--- src/rtl/um32_pkg.sv ---
// Package for the UM-32 execute core: word width, opcode and request codes,
// item kinds, controller states and the command/status structs.
// No dependencies.
`timescale 1ns / 1ps

package um32_pkg;

  localparam int WORD_W  = 32;
  localparam int REG_N   = 8;
  localparam int RIDX_W  = $clog2(REG_N);
  localparam int REQ_W   = 4;
  localparam int OPC_W   = 4;
  localparam int IMM_W   = 25;

  typedef enum logic [OPC_W-1:0] {
    OP_CMOV  = 4'd0,
    OP_READ  = 4'd1,
    OP_WRITE = 4'd2,
    OP_ADD   = 4'd3,
    OP_MUL   = 4'd4,
    OP_DIV   = 4'd5,
    OP_NAND  = 4'd6,
    OP_HALT  = 4'd7,
    OP_MAP   = 4'd8,
    OP_UNMAP = 4'd9,
    OP_OUT   = 4'd10,
    OP_IN    = 4'd11,
    OP_LOAD  = 4'd12,
    OP_LIMM  = 4'd13
  } op_e;

  typedef enum logic [REQ_W-1:0] {
    REQ_NONE  = 4'd0,
    REQ_READ  = 4'd1,
    REQ_WRITE = 4'd2,
    REQ_MAP   = 4'd3,
    REQ_UNMAP = 4'd4,
    REQ_OUT   = 4'd5,
    REQ_IN    = 4'd6,
    REQ_LOAD  = 4'd7,
    REQ_HALT  = 4'd8,
    REQ_DIVF  = 4'd9
  } req_e;

  typedef enum logic {
    KIND_INSTR = 1'b0,
    KIND_FILL  = 1'b1
  } kind_e;

  typedef enum logic [2:0] {
    ST_IDLE,
    ST_RDA,
    ST_EXEC,
    ST_DIV,
    ST_WB
  } ctrl_state_e;

  typedef struct packed {
    logic accept;
    logic read_a;
    logic div_start;
    logic commit;
  } ctrl_cmd_t;

  typedef struct packed {
    logic need_a;
    logic div_needed;
    logic div_done;
  } dp_status_t;

endpackage

--- src/rtl/um32_div.sv ---
// Radix-2 restoring divider for the UM-32 execute core, one quotient bit per cycle.
// Depends on um32_pkg.
`timescale 1ns / 1ps

module um32_div (
  input  logic                        clk_i,
  input  logic                        rst_ni,
  input  logic                        start_i,
  input  logic [um32_pkg::WORD_W-1:0] dividend_i,
  input  logic [um32_pkg::WORD_W-1:0] divisor_i,
  output logic [um32_pkg::WORD_W-1:0] quotient_o,
  output logic                        done_o
);
  import um32_pkg::*;

  localparam int CntW = $clog2(WORD_W);

  logic [WORD_W-1:0] rem_q, rem_d, quo_q, quo_d, dvs_q, dvs_d;
  logic [CntW-1:0]   cnt_q, cnt_d;
  logic              busy_q, busy_d, done_q, done_d;
  logic [WORD_W:0]   shifted, diff;

  always_comb begin
    shifted = {rem_q, quo_q[WORD_W-1]};
    diff    = shifted - {1'b0, dvs_q};
    rem_d   = rem_q;
    quo_d   = quo_q;
    dvs_d   = dvs_q;
    cnt_d   = cnt_q;
    busy_d  = busy_q;
    done_d  = 1'b0;
    if (start_i) begin
      rem_d  = '0;
      quo_d  = dividend_i;
      dvs_d  = divisor_i;
      cnt_d  = '0;
      busy_d = 1'b1;
    end else if (busy_q) begin
      if (!diff[WORD_W]) begin
        rem_d = diff[WORD_W-1:0];
        quo_d = {quo_q[WORD_W-2:0], 1'b1};
      end else begin
        rem_d = shifted[WORD_W-1:0];
        quo_d = {quo_q[WORD_W-2:0], 1'b0};
      end
      cnt_d = cnt_q + 1'b1;
      if (cnt_q == CntW'(WORD_W - 1)) begin
        busy_d = 1'b0;
        done_d = 1'b1;
      end
    end
  end

  always_ff @(posedge clk_i or negedge rst_ni) begin
    if (!rst_ni) begin
      cnt_q  <= '0;
      busy_q <= 1'b0;
      done_q <= 1'b0;
    end else begin
      cnt_q  <= cnt_d;
      busy_q <= busy_d;
      done_q <= done_d;
    end
  end

  always_ff @(posedge clk_i) begin
    rem_q <= rem_d;
    quo_q <= quo_d;
    dvs_q <= dvs_d;
  end

  assign quotient_o = quo_q;
  assign done_o     = done_q;

endmodule

--- src/rtl/um32_ctrl.sv ---
// Controller state machine of the UM-32 execute core: input and output handshakes,
// register read sequencing, divider start and commit. Depends on um32_pkg.
`timescale 1ns / 1ps

module um32_ctrl (
  input  logic                   clk_i,
  input  logic                   rst_ni,
  input  logic                   in_valid_i,
  output logic                   in_stall_o,
  output logic                   out_valid_o,
  input  logic                   out_stall_i,
  input  um32_pkg::dp_status_t   status_i,
  output um32_pkg::ctrl_cmd_t    cmd_o
);
  import um32_pkg::*;

  ctrl_state_e state_q, state_d;
  logic        out_valid_q, out_valid_d;
  logic        out_free;

  assign out_free = !out_valid_q || !out_stall_i;

  always_comb begin
    state_d    = state_q;
    cmd_o      = '0;
    in_stall_o = 1'b1;
    unique case (state_q)
      ST_IDLE: begin
        in_stall_o = 1'b0;
        if (in_valid_i) begin
          cmd_o.accept = 1'b1;
          state_d      = status_i.need_a ? ST_RDA : ST_EXEC;
        end
      end
      ST_RDA: begin
        cmd_o.read_a = 1'b1;
        state_d      = ST_EXEC;
      end
      ST_EXEC: begin
        if (status_i.div_needed) begin
          cmd_o.div_start = 1'b1;
          state_d         = ST_DIV;
        end else if (out_free) begin
          cmd_o.commit = 1'b1;
          state_d      = ST_IDLE;
        end
      end
      ST_DIV: begin
        if (status_i.div_done) begin
          state_d = ST_WB;
        end
      end
      ST_WB: begin
        if (out_free) begin
          cmd_o.commit = 1'b1;
          state_d      = ST_IDLE;
        end
      end
      default: begin
        state_d = ST_IDLE;
      end
    endcase
  end

  always_comb begin
    out_valid_d = out_valid_q;
    if (cmd_o.commit) begin
      out_valid_d = 1'b1;
    end else if (out_valid_q && !out_stall_i) begin
      out_valid_d = 1'b0;
    end
  end

  always_ff @(posedge clk_i or negedge rst_ni) begin
    if (!rst_ni) begin
      state_q     <= ST_IDLE;
      out_valid_q <= 1'b0;
    end else begin
      state_q     <= state_d;
      out_valid_q <= out_valid_d;
    end
  end

  assign out_valid_o = out_valid_q;

endmodule

--- src/rtl/um32_dp.sv ---
// Datapath of the UM-32 execute core: register file memory, machine state,
// instruction execution and the output register. Depends on um32_pkg and um32_div.
`timescale 1ns / 1ps

module um32_dp (
  input  logic                        clk_i,
  input  logic                        rst_ni,
  input  um32_pkg::ctrl_cmd_t         cmd_i,
  output um32_pkg::dp_status_t        status_o,
  input  logic                        in_opcode_i,
  input  logic [um32_pkg::WORD_W-1:0] in_instruction_i,
  input  logic [um32_pkg::WORD_W-1:0] in_fill_data_i,
  output logic [um32_pkg::REQ_W-1:0]  out_request_o,
  output logic [um32_pkg::WORD_W-1:0] out_seg_id_o,
  output logic [um32_pkg::WORD_W-1:0] out_word_offset_o,
  output logic [um32_pkg::WORD_W-1:0] out_write_data_o,
  output logic [um32_pkg::WORD_W-1:0] out_fetch_pc_o,
  output logic                        out_awaiting_fill_o,
  output logic                        out_halted_o
);
  import um32_pkg::*;

  logic [WORD_W-1:0] rf_mem [REG_N];
  logic [REG_N-1:0]  rf_valid_q;

  logic [WORD_W-1:0] ins_q, fdat_q;
  logic              kind_q;
  logic [WORD_W-1:0] rd0_q, rd1_q, rb_hold_q;
  logic              rd0_v_q, rd1_v_q;
  logic              re0, re1;
  logic [RIDX_W-1:0] ra0, ra1;

  logic [WORD_W-1:0] pc_q, pc_d;
  logic              halt_q, halt_d, pend_q, pend_d;
  logic [RIDX_W-1:0] tgt_q, tgt_d;

  logic [WORD_W-1:0] v0, rc_v, rb_v, prod, quot;
  op_e               op;
  logic              exec_ok;
  logic              div_done;

  logic              rf_we;
  logic [RIDX_W-1:0] rf_wa;
  logic [WORD_W-1:0] rf_wd;
  req_e              req;
  logic [WORD_W-1:0] sid, off, wdat;

  logic [REQ_W-1:0]  req_q;
  logic [WORD_W-1:0] sid_q, off_q, wdat_q, opc_q;
  logic              opend_q, ohalt_q;

  assign re0 = cmd_i.accept || cmd_i.read_a;
  assign re1 = cmd_i.accept;
  assign ra0 = cmd_i.read_a ? ins_q[8:6] : in_instruction_i[5:3];
  assign ra1 = in_instruction_i[2:0];

  always_ff @(posedge clk_i) begin
    if (rf_we && cmd_i.commit) begin
      rf_mem[rf_wa] <= rf_wd;
    end
    if (re0) begin
      rd0_q <= rf_mem[ra0];
    end
    if (re1) begin
      rd1_q <= rf_mem[ra1];
    end
  end

  always_ff @(posedge clk_i or negedge rst_ni) begin
    if (!rst_ni) begin
      rf_valid_q <= '0;
      rd0_v_q    <= 1'b0;
      rd1_v_q    <= 1'b0;
    end else begin
      if (rf_we && cmd_i.commit) begin
        rf_valid_q[rf_wa] <= 1'b1;
      end
      if (re0) begin
        rd0_v_q <= rf_valid_q[ra0];
      end
      if (re1) begin
        rd1_v_q <= rf_valid_q[ra1];
      end
    end
  end

  assign v0   = rd0_v_q ? rd0_q : '0;
  assign rc_v = rd1_v_q ? rd1_q : '0;
  assign op   = op_e'(ins_q[WORD_W-1 -: OPC_W]);
  assign rb_v = (op == OP_WRITE) ? rb_hold_q : v0;
  assign prod = rb_v * rc_v;

  always_ff @(posedge clk_i) begin
    if (cmd_i.accept) begin
      kind_q <= in_opcode_i;
      ins_q  <= in_instruction_i;
      fdat_q <= in_fill_data_i;
    end
    if (cmd_i.read_a) begin
      rb_hold_q <= v0;
    end
  end

  um32_div u_div (
    .clk_i      (clk_i),
    .rst_ni     (rst_ni),
    .start_i    (cmd_i.div_start),
    .dividend_i (rb_v),
    .divisor_i  (rc_v),
    .quotient_o (quot),
    .done_o     (div_done)
  );

  assign exec_ok = !halt_q && (kind_q == KIND_INSTR) && !pend_q;

  assign status_o.need_a     = (in_opcode_i == KIND_INSTR) &&
                               (in_instruction_i[WORD_W-1 -: OPC_W] == OP_WRITE);
  assign status_o.div_needed = exec_ok && (op == OP_DIV) && (rc_v != '0);
  assign status_o.div_done   = div_done;

  always_comb begin
    req   = REQ_NONE;
    sid   = '0;
    off   = '0;
    wdat  = '0;
    pc_d  = pc_q;
    halt_d = halt_q;
    pend_d = pend_q;
    tgt_d = tgt_q;
    rf_we = 1'b0;
    rf_wa = ins_q[8:6];
    rf_wd = '0;
    if (!halt_q) begin
      if (kind_q == KIND_FILL) begin
        if (pend_q) begin
          rf_we  = 1'b1;
          rf_wa  = tgt_q;
          rf_wd  = fdat_q;
          pend_d = 1'b0;
        end
      end else if (!pend_q) begin
        pc_d = pc_q + 1'b1;
        unique case (op)
          OP_CMOV: begin
            rf_we = (rc_v != '0);
            rf_wd = rb_v;
          end
          OP_READ: begin
            req    = REQ_READ;
            sid    = rb_v;
            off    = rc_v;
            pend_d = 1'b1;
            tgt_d  = ins_q[8:6];
          end
          OP_WRITE: begin
            req  = REQ_WRITE;
            sid  = v0;
            off  = rb_hold_q;
            wdat = rc_v;
          end
          OP_ADD: begin
            rf_we = 1'b1;
            rf_wd = rb_v + rc_v;
          end
          OP_MUL: begin
            rf_we = 1'b1;
            rf_wd = prod;
          end
          OP_DIV: begin
            if (rc_v == '0) begin
              req = REQ_DIVF;
            end else begin
              rf_we = 1'b1;
              rf_wd = quot;
            end
          end
          OP_NAND: begin
            rf_we = 1'b1;
            rf_wd = ~(rb_v & rc_v);
          end
          OP_HALT: begin
            req    = REQ_HALT;
            halt_d = 1'b1;
          end
          OP_MAP: begin
            req    = REQ_MAP;
            wdat   = rc_v;
            pend_d = 1'b1;
            tgt_d  = ins_q[5:3];
          end
          OP_UNMAP: begin
            req = REQ_UNMAP;
            sid = rc_v;
          end
          OP_OUT: begin
            req  = REQ_OUT;
            wdat = rc_v;
          end
          OP_IN: begin
            req    = REQ_IN;
            pend_d = 1'b1;
            tgt_d  = ins_q[2:0];
          end
          OP_LOAD: begin
            req  = REQ_LOAD;
            sid  = rb_v;
            pc_d = rc_v;
          end
          OP_LIMM: begin
            rf_we = 1'b1;
            rf_wa = ins_q[27:25];
            rf_wd = {{(WORD_W-IMM_W){1'b0}}, ins_q[IMM_W-1:0]};
          end
          default: begin
          end
        endcase
      end
    end
  end

  always_ff @(posedge clk_i or negedge rst_ni) begin
    if (!rst_ni) begin
      pc_q   <= '0;
      halt_q <= 1'b0;
      pend_q <= 1'b0;
      tgt_q  <= '0;
    end else if (cmd_i.commit) begin
      pc_q   <= pc_d;
      halt_q <= halt_d;
      pend_q <= pend_d;
      tgt_q  <= tgt_d;
    end
  end

  always_ff @(posedge clk_i) begin
    if (cmd_i.commit) begin
      req_q   <= req;
      sid_q   <= sid;
      off_q   <= off;
      wdat_q  <= wdat;
      opc_q   <= pc_d;
      opend_q <= pend_d;
      ohalt_q <= halt_d;
    end
  end

  assign out_request_o       = req_q;
  assign out_seg_id_o        = sid_q;
  assign out_word_offset_o   = off_q;
  assign out_write_data_o    = wdat_q;
  assign out_fetch_pc_o      = opc_q;
  assign out_awaiting_fill_o = opend_q;
  assign out_halted_o        = ohalt_q;

endmodule

--- src/rtl/um32_instruction_execute_core.sv ---
// Top level of the UM-32 execute core: joins the controller and the datapath.
// Depends on um32_pkg, um32_ctrl, um32_dp and um32_div.
//
// Channel  Direction  Handshake               Payload
// in       input      in_valid_i/in_stall_o   opcode, instruction, fill_data
// out      output     out_valid_o/out_stall_i request, seg_id, word_offset, write_data,
//                                             fetch_pc, awaiting_fill, halted
//
// One item is worked on at a time. Most items pass through accept and execute;
// a write request adds a register read step, since the register file has two read ports.
// A divide with a nonzero divisor waits for the bit-serial divider, then writes back.
// A stalled output holds the next commit until the waiting result is taken.
// Reset clears all registers, the program counter and the halt and fill marks.
`timescale 1ns / 1ps

module um32_instruction_execute_core (
  input  logic                        clk_i,
  input  logic                        rst_ni,
  input  logic                        in_valid_i,
  output logic                        in_stall_o,
  input  logic                        in_opcode_i,
  input  logic [um32_pkg::WORD_W-1:0] in_instruction_i,
  input  logic [um32_pkg::WORD_W-1:0] in_fill_data_i,
  output logic                        out_valid_o,
  input  logic                        out_stall_i,
  output logic [um32_pkg::REQ_W-1:0]  out_request_o,
  output logic [um32_pkg::WORD_W-1:0] out_seg_id_o,
  output logic [um32_pkg::WORD_W-1:0] out_word_offset_o,
  output logic [um32_pkg::WORD_W-1:0] out_write_data_o,
  output logic [um32_pkg::WORD_W-1:0] out_fetch_pc_o,
  output logic                        out_awaiting_fill_o,
  output logic                        out_halted_o
);
  import um32_pkg::*;

  ctrl_cmd_t  cmd;
  dp_status_t status;

  um32_ctrl u_ctrl (
    .clk_i       (clk_i),
    .rst_ni      (rst_ni),
    .in_valid_i  (in_valid_i),
    .in_stall_o  (in_stall_o),
    .out_valid_o (out_valid_o),
    .out_stall_i (out_stall_i),
    .status_i    (status),
    .cmd_o       (cmd)
  );

  um32_dp u_dp (
    .clk_i               (clk_i),
    .rst_ni              (rst_ni),
    .cmd_i               (cmd),
    .status_o            (status),
    .in_opcode_i         (in_opcode_i),
    .in_instruction_i    (in_instruction_i),
    .in_fill_data_i      (in_fill_data_i),
    .out_request_o       (out_request_o),
    .out_seg_id_o        (out_seg_id_o),
    .out_word_offset_o   (out_word_offset_o),
    .out_write_data_o    (out_write_data_o),
    .out_fetch_pc_o      (out_fetch_pc_o),
    .out_awaiting_fill_o (out_awaiting_fill_o),
    .out_halted_o        (out_halted_o)
  );

endmodule

--- config.mk ---
export PLATFORM = sky130hd
export DESIGN_NAME = um32_instruction_execute_core
export DESIGN_NICKNAME = d
export VERILOG_FILES = /design/src/rtl/um32_pkg.sv /design/src/rtl/um32_div.sv /design/src/rtl/um32_ctrl.sv /design/src/rtl/um32_dp.sv /design/src/rtl/um32_instruction_execute_core.sv
export SDC_FILE = /design/constraint.sdc
export NUM_CORES = 2
export LEC_CHECK = 0
export BUFFER_PORTS_ARGS = -buffer_cell sky130_fd_sc_hd__buf_2
export CAP_MARGIN = 20
export CELL_PAD_IN_SITES_DETAIL_PLACEMENT = 1
export CELL_PAD_IN_SITES_GLOBAL_PLACEMENT = 1
export CORE_ASPECT_RATIO = 0.6
export CORE_MARGIN = 4
export CORE_UTILIZATION = 45
export CTS_BUF_LIST = sky130_fd_sc_hd__clkbuf_8
export CTS_CLUSTER_DIAMETER = 200
export DETAILED_ROUTE_END_ITERATION = 12
export HOLD_SLACK_MARGIN = 0.08
export PLACE_DENSITY = 0.85
export SLEW_MARGIN = 20
export SYNTH_ARGS = -nofsm -noshare
export SYNTH_HDL_FRONTEND = slang
export SYNTH_SLANG_ARGS = --single-unit
export TNS_END_PERCENT = 1
--- constraint.sdc ---
create_clock -name clk_i -period 10 [get_ports clk_i]
set_clock_uncertainty 0.1 [all_clocks]
set_input_delay 0.5 -clock clk_i [delete_from_list [all_inputs] [get_ports clk_i]]
set_output_delay 0.5 -clock clk_i [all_outputs]
set_load 0.05 [all_outputs]
# After elaboration in Yosys (flattened, before gate mapping)

Memories as Yosys holds them, arrays and structs flattened. A register that Yosys moved wholly into a read port is not among the register bits.
Cells that the tools add are included.

Register bits: 385
Latch bits: 0
RAM bits: 256
ROM bits: 0
Bits of input ports: 69
Output and inout bits: 136
Word-level logic and storage cells: 169
Memories: 1

Memories:

| memory      | words | width | read ports | clocked after memory_dff | wr ports | line          | text |
|---|---|---|---|---|---|---|---|
| u_dp.rf_mem | 8     | 32    | 2          | 2                        | 1        | um32_dp.sv:23 | `logic [WORD_W-1:0] rf_mem [REG_N];` |

Add/subtract/negate cells: 4
$mul: 1
Divide/modulo/power cells: 0
Order comparisons: 4
Equal/unequal tests: 21
Shift-type cells: 0
Mux-type cells: 75
Bitwise gates (word level): 8
Reductions and logical operators: 29

Operators by type and width:

| cell                    | count |
|---|---|
| $mux W32                | 15 |
| $pmux W32 S6            | 1 |
| $pmux W32 S3            | 1 |
| $pmux W32 S2            | 1 |
| $pmux W4 S9             | 1 |
| $mux W1                 | 35 |
| $sub A33 B32 Y33        | 1 |
| $add A32 B1 Y32 const B | 1 |
| $add A32 B32 Y32        | 1 |
| $and A32 B32 Y32        | 1 |
| $logic_not A32 Y1       | 1 |
| $mul A32 B32 Y32        | 1 |
| $not A32 Y32            | 1 |
| $reduce_bool A32 Y1     | 1 |
| $mux W3                 | 10 |
| $eq A4 B4 Y1 const B    | 6 |
| $eq A4 B3 Y1 const B    | 4 |
| $pmux W3 S5             | 1 |
| $eq A4 B2 Y1 const B    | 3 |
| $lt A3 B4 Y1 const B    | 3 |
| $mux W5                 | 2 |
| $pmux W3 S3             | 1 |
| $reduce_or A3 Y1        | 3 |
| $logic_and A1 B1 Y1     | 8 |
| 27 further kinds        | 39 |

# Longest topological paths before layout

Depth in word-level cells: 10
Mapped depth: 35
Mapped depth without buffers: 31

# By module

A second synthesis with hierarchy kept.

Cell total of the unflattened synthesis: 4480
Area, all modules: 50310.8 µm²

Modules (own cells, without submodules):

| module    | instances | cells an instance | area each (µm²) | seq. area each (µm²) |
|---|---|---|---|---|
| um32_dp   | 1         | 3901              | 44162.4         | 17722.0 |
| um32_div  | 1         | 549               | 5865.6          | 2737.6 |
| um32_ctrl | 1         | 30                | 282.8           | 100.1 |

# Worst setup path before layout

Ideal clock, no wire load.

Kind: reg-to-reg
From: register u_dp.ins_q[31]
To: memory u_dp.rf_mem[0][28], data pin
Setup time: 283 ps
Arrival time: 8436 ps
Required time: 9617 ps
Path slack: 1181 ps
Stages on the path, launching flop included: 30
Buffers on the path: 1
Clock period less this slack: 8819 ps
Cells stage by stage: edfxtp_1 nor4b_4 buf_6 mux2i_1 clkinv_1 ha_1 inv_1 fa_1 fa_1 inv_1 fa_1 inv_1 fa_1 inv_1 fa_1 fa_1 fa_1 fa_1 ha_1 and3_1 nand3_1 or2_2 nor4_1 a32oi_1 o211ai_1 o21ai_0 nand2b_1 xor2_1 a221oi_1 a221oi_1

Word-level cells in the longest chain between the ends: 8
Elaborated cells between the ends (all ways): 16
Classes of those cells: add/sub (1); mul (1); eq/ne (6); mux (5); bitwise (2); reduce/logical (1)

Ends and longest elaborated chain:

| element                                                                  | line           | text |
|---|---|---|
| from (decl)                                                              | um32_dp.sv:26  | `logic [WORD_W-1:0] ins_q, fdat_q;` |
| from (signal assigned)                                                   | um32_dp.sv:96  | `ins_q <= in_instruction_i;` |
| parallel branches: the longest is 4 deep, another holds $mul A32 B32 Y32 | n/a            |  |
| $pmux W32 S6 (*)                                                         | um32_dp.sv:143 | `unique case (op)` |
| $mux W32 (*)                                                             | um32_dp.sv:141 | `end else if (!pend_q) begin` |
| $mux W32 (*)                                                             | um32_dp.sv:134 | `if (kind_q == KIND_FILL) begin` |
| $mux W32 (*)                                                             | um32_dp.sv:133 | `if (!halt_q) begin` |
| net u_dp.rf_wd[28]                                                       | um32_dp.sv:44  | `logic [WORD_W-1:0] rf_wd;` |
| to (decl)                                                                | um32_dp.sv:23  |  |

Mark *: on every way through the listed nets, which the timed path passes.

# Worst setup path after layout

From: register u_dp.ins_q[31]
To: memory u_dp.rf_mem[3][19], data pin

The elaborated chain is that of the path after synthesis.

==> impl_results.md <==
* Synth Area in Compound Gates at 10.3%
* Post-Syn Nets at 5,601
* Setup CP Type: reg -> reg
* FILL cells at 12,235
* DR pass1 iterations at 7
* Total CTS buffers at 111
* Mux contribution to synthesized area at 4.86%
* Final Cycle Share at 98.0%
* Outcome: completed
* Syn Area/Cell at 10.2 um^2
* Antenna violations before repair at 20
* Yosys reg bits at 705
* Crit-path max cell delay at 680 ps
* Reg clk slew, reported paths at 80 ps
* Worst EP required at 10,470 ps
* Cell accounting for the most synthesized area: edfxtp_1
* Combinational share of power at 65.3%
* Worst skew pair latency at 870 ps
* Fmax at 0.102 GHz
* Grt total ovfl at 0
* Die Ht at 266 um
* First-pass GRT wire length at 323,000 um
* Port buffer count at 204
* Root buffer cell: clkbuf_8
* Seq/Total Area, Yosys at 41.0%
* Cells after Synth at 4,932
* Non-Filler Instances at 6,895
* Hold crit path type: in -> reg
* Async SR Flop Fraction at 8.23%
* Synth area leaders: edfxtp_1, fa_1, nand2_1, ha_1, nor2_1
* Detailed Route Iter0 Violations at 6,867
* CORE AREA at 110,000 um^2
* RSZ-0062 raised after global routing: false
* Clock share of power at 12.9%
* VDD IR max at 0.390 mV
* Largest net degree at the start of global routing at 86
* Slowest-stage cell, CP: clkinv_1
* Initial core utilization at 45.5%
* Setup-failing EPs final at 0
* Largest family of logic cells by synthesized area: adder cells
* Max-cap violations at 0
* CTS tree: yes
* I/O pins at 205
* Die Area at 117,000 um^2
* Vias in the first global route at 45,328
* Fin Setup TNS at 0 ps
* CTS sink cnt at 705
* Psw at 10.6 mW
* Routed Antenna Nets at 0
* Synth top area share at 36.9%
* Post-synth EDFFs at 615
* Tightest Pin Transition at 1240 ps
* YS warnings at 0
* Yosys cell types at 81
* H-tree depth at 3
* DRC Markers at 0
* Layout cell share with drive strength beyond 1 at 14.2%
* Wirelength per Cell at 32.6 um
* Area growth from synthesis to layout at 14.0%
* Top_reg_cell synth: edfxtp_1
* Most frequent cells in the layout: nand2_1, edfxtp_1, nor2_1, inv_1, fa_1
* Cell Pwr Density at 359 nW/um^2
* Rows at 94
* Minimum clock period at 9800 ps
* Design area at 57,100 um^2
* Crit Path Max Fanout at 13
* Placed cell areas at 54,100 um^2
* Final hold vios at 0
* Critical Path End Type: flop
* Via-to-Cell Ratio at 6.42
* Total power at 20.5 mW
* Fin. max-slew vios at 0
* Most common cell after layout, fill and taps aside: nand2_1
* Post-Place Cells at 6,603
* CP Launch Type: flop
* Adder-cell share of the synthesized area at 21.1%
* CTS max path bufs at 3
* Hpwl dp at 163,000 um
* Net Sw Frac at 51.8%
* Sequential fraction of design power at 21.8%
* Cell Area, Synth at 50,100 um^2
* DIE WIDTH at 439 um
* Final RePlAce weighted congestion at 1.04
* Nets at 5,963
* Post-Synth Simple-Gate Area at 14.3%
* Via count at 44,237
* XOR/XNOR share of the synthesized area at 2.38%
* Worst EP arrival at 10,270 ps
* Internal power at 9.87 mW
* Final wirelength at 225,000 um
* Register area at 20,600 um^2
* Hold Slack at 112 ps
* Multi-input logic area at 26,800 um^2
* P_leak at 23.9 nW
* Gr usage total at 38.3%
* Slew margin rel. at 16.7%
worst paths after layout:
path | from | endpoint | slack, ps | depth (start not counted)
setup / recovery | u_dp.ins_q[31] | u_dp.rf_mem[3][19] | 200 | 32
hold / removal | in_instruction_i[0] | u_dp.ins_q[0] | 110 | 1
setup reg to reg | u_dp.ins_q[31] | u_dp.rf_mem[3][19] | 200 | 32
hold reg to reg | u_dp.u_div.rem_q[23] | u_dp.u_div.rem_q[23] | 420 | 2
max in group asynchronous | rst_ni | u_dp.u_div.busy_q | 8640 | 2
min in group asynchronous | rst_ni | u_dp.pc_q[30] | 280 | 2
per-layer routing:
layer	vias to the layer above	global-route usage [%]	part of all wire, %
li1	17540	-	-
met1	22386	51.3	38
met4	18	17.8	5.8
met2	3528	52.3	40
met3	765	18.2	16
met5	-	0.282	0.056
state kept, by name (all words and copies together), names as in the netlist, 4 cells and up:
register	flops
u_dp.rf_mem	256
u_dp.out_seg_id_o	32
u_dp.rf_valid_q	8
u_dp.u_div.cnt_q	5
u_dp.rb_hold_q	32
u_dp.rd1_q	32
u_dp.out_word_offset_o	32
u_dp.out_fetch_pc_o	32
u_dp.fdat_q	32
u_dp.u_div.quotient_o	32
u_dp.u_div.rem_q	32
u_dp.u_div.dvs_q	32
u_dp.rd0_q	32
u_dp.out_write_data_o	32
u_dp.out_request_o	4
u_dp.ins_q	32
u_dp.pc_q	32
power by group through the flow:
| stage | logic (mW) | clock network (mW) | registers (mW) |
|---|---|---|---|
| after floorplan | 7.08 | 0 | 5.03 |
| final | 13.4 | 2.64 | 4.46 |
| after global placement | 12.3 | 0 | 4.43 |
| after global routing | 14.0 | 2.79 | 4.49 |
| after CTS | 12.8 | 2.61 | 4.42 |
| after detailed placement | 12.7 | 0 | 4.46 |
synth_stat cells (29+ instances only):
cell,instances
o21ai_0,197
mux2_2,44
dfrtp_1,58
xnor2_1,96
o22ai_1,40
fa_1,410
dfxtp_1,32
a22oi_1,36
a21oi_1,247
xor2_1,32
a221oi_1,29
inv_1,513
nor3_1,30
mux2i_1,45
edfxtp_1,615
a21o_1,33
mux4_2,66
nor2_1,594
nand3_1,197
buf_1,33
nand2_1,785
clkbuf_1,209
ha_1,190
kinds of logic (layout without fill, tap and decap cells):
group / count (synthesis) / count (layout)
muxes: 155 / 155
DFF: 705 / 705
and+or+nand+nor: 1735 / 1735
adders and majority gates: 600 / 600
AOI/OAI and AO/OA: 814 / 814
other: 0 / 19
xor gates and xnor gates: 131 / 131
buffers and inverters: 792 / 1248
per-stage QoR:
step | setup WS (ps) | util [%]
4_1_cts | 220 | 51.8
6_report | 199 | 51.9
2_1_floorplan | 1180 | -
3_3_place_gp | 151 | 49.1
3_5_place_dp | 17.3 | 49.1
5_1_grt | 8.29 | 51.8
critical path: cells and delay by family (launching register included):
family                     cells  cell delay [ps]
buffers and inverters          9             1990
xor gates and xnor gates       1              520
adders and majority gates     10             3570
and+or+nand+nor                3              680
AOI/OAI and AO/OA              9             2140
DFF                            1              460
what timing repair did:
item,CTS,global route
setup endpoints to repair,9,72
hold endpoints to repair,124,0
pin swaps,0,1
hold buffers,65,0
buffers inserted,0,0
resized for setup,2,7
layout make-up:
cell class,instances,area share (%)
inverters,538,3.55
clock inverters,83,0.984
clock buffers,124,2.99
diodes,19,0.0833
well taps,1488,3.26
multi-input cells,3435,46.9
repair buffers,503,6.22
flip-flops and latches,705,36.0
(Power assumes the default switching activity.)
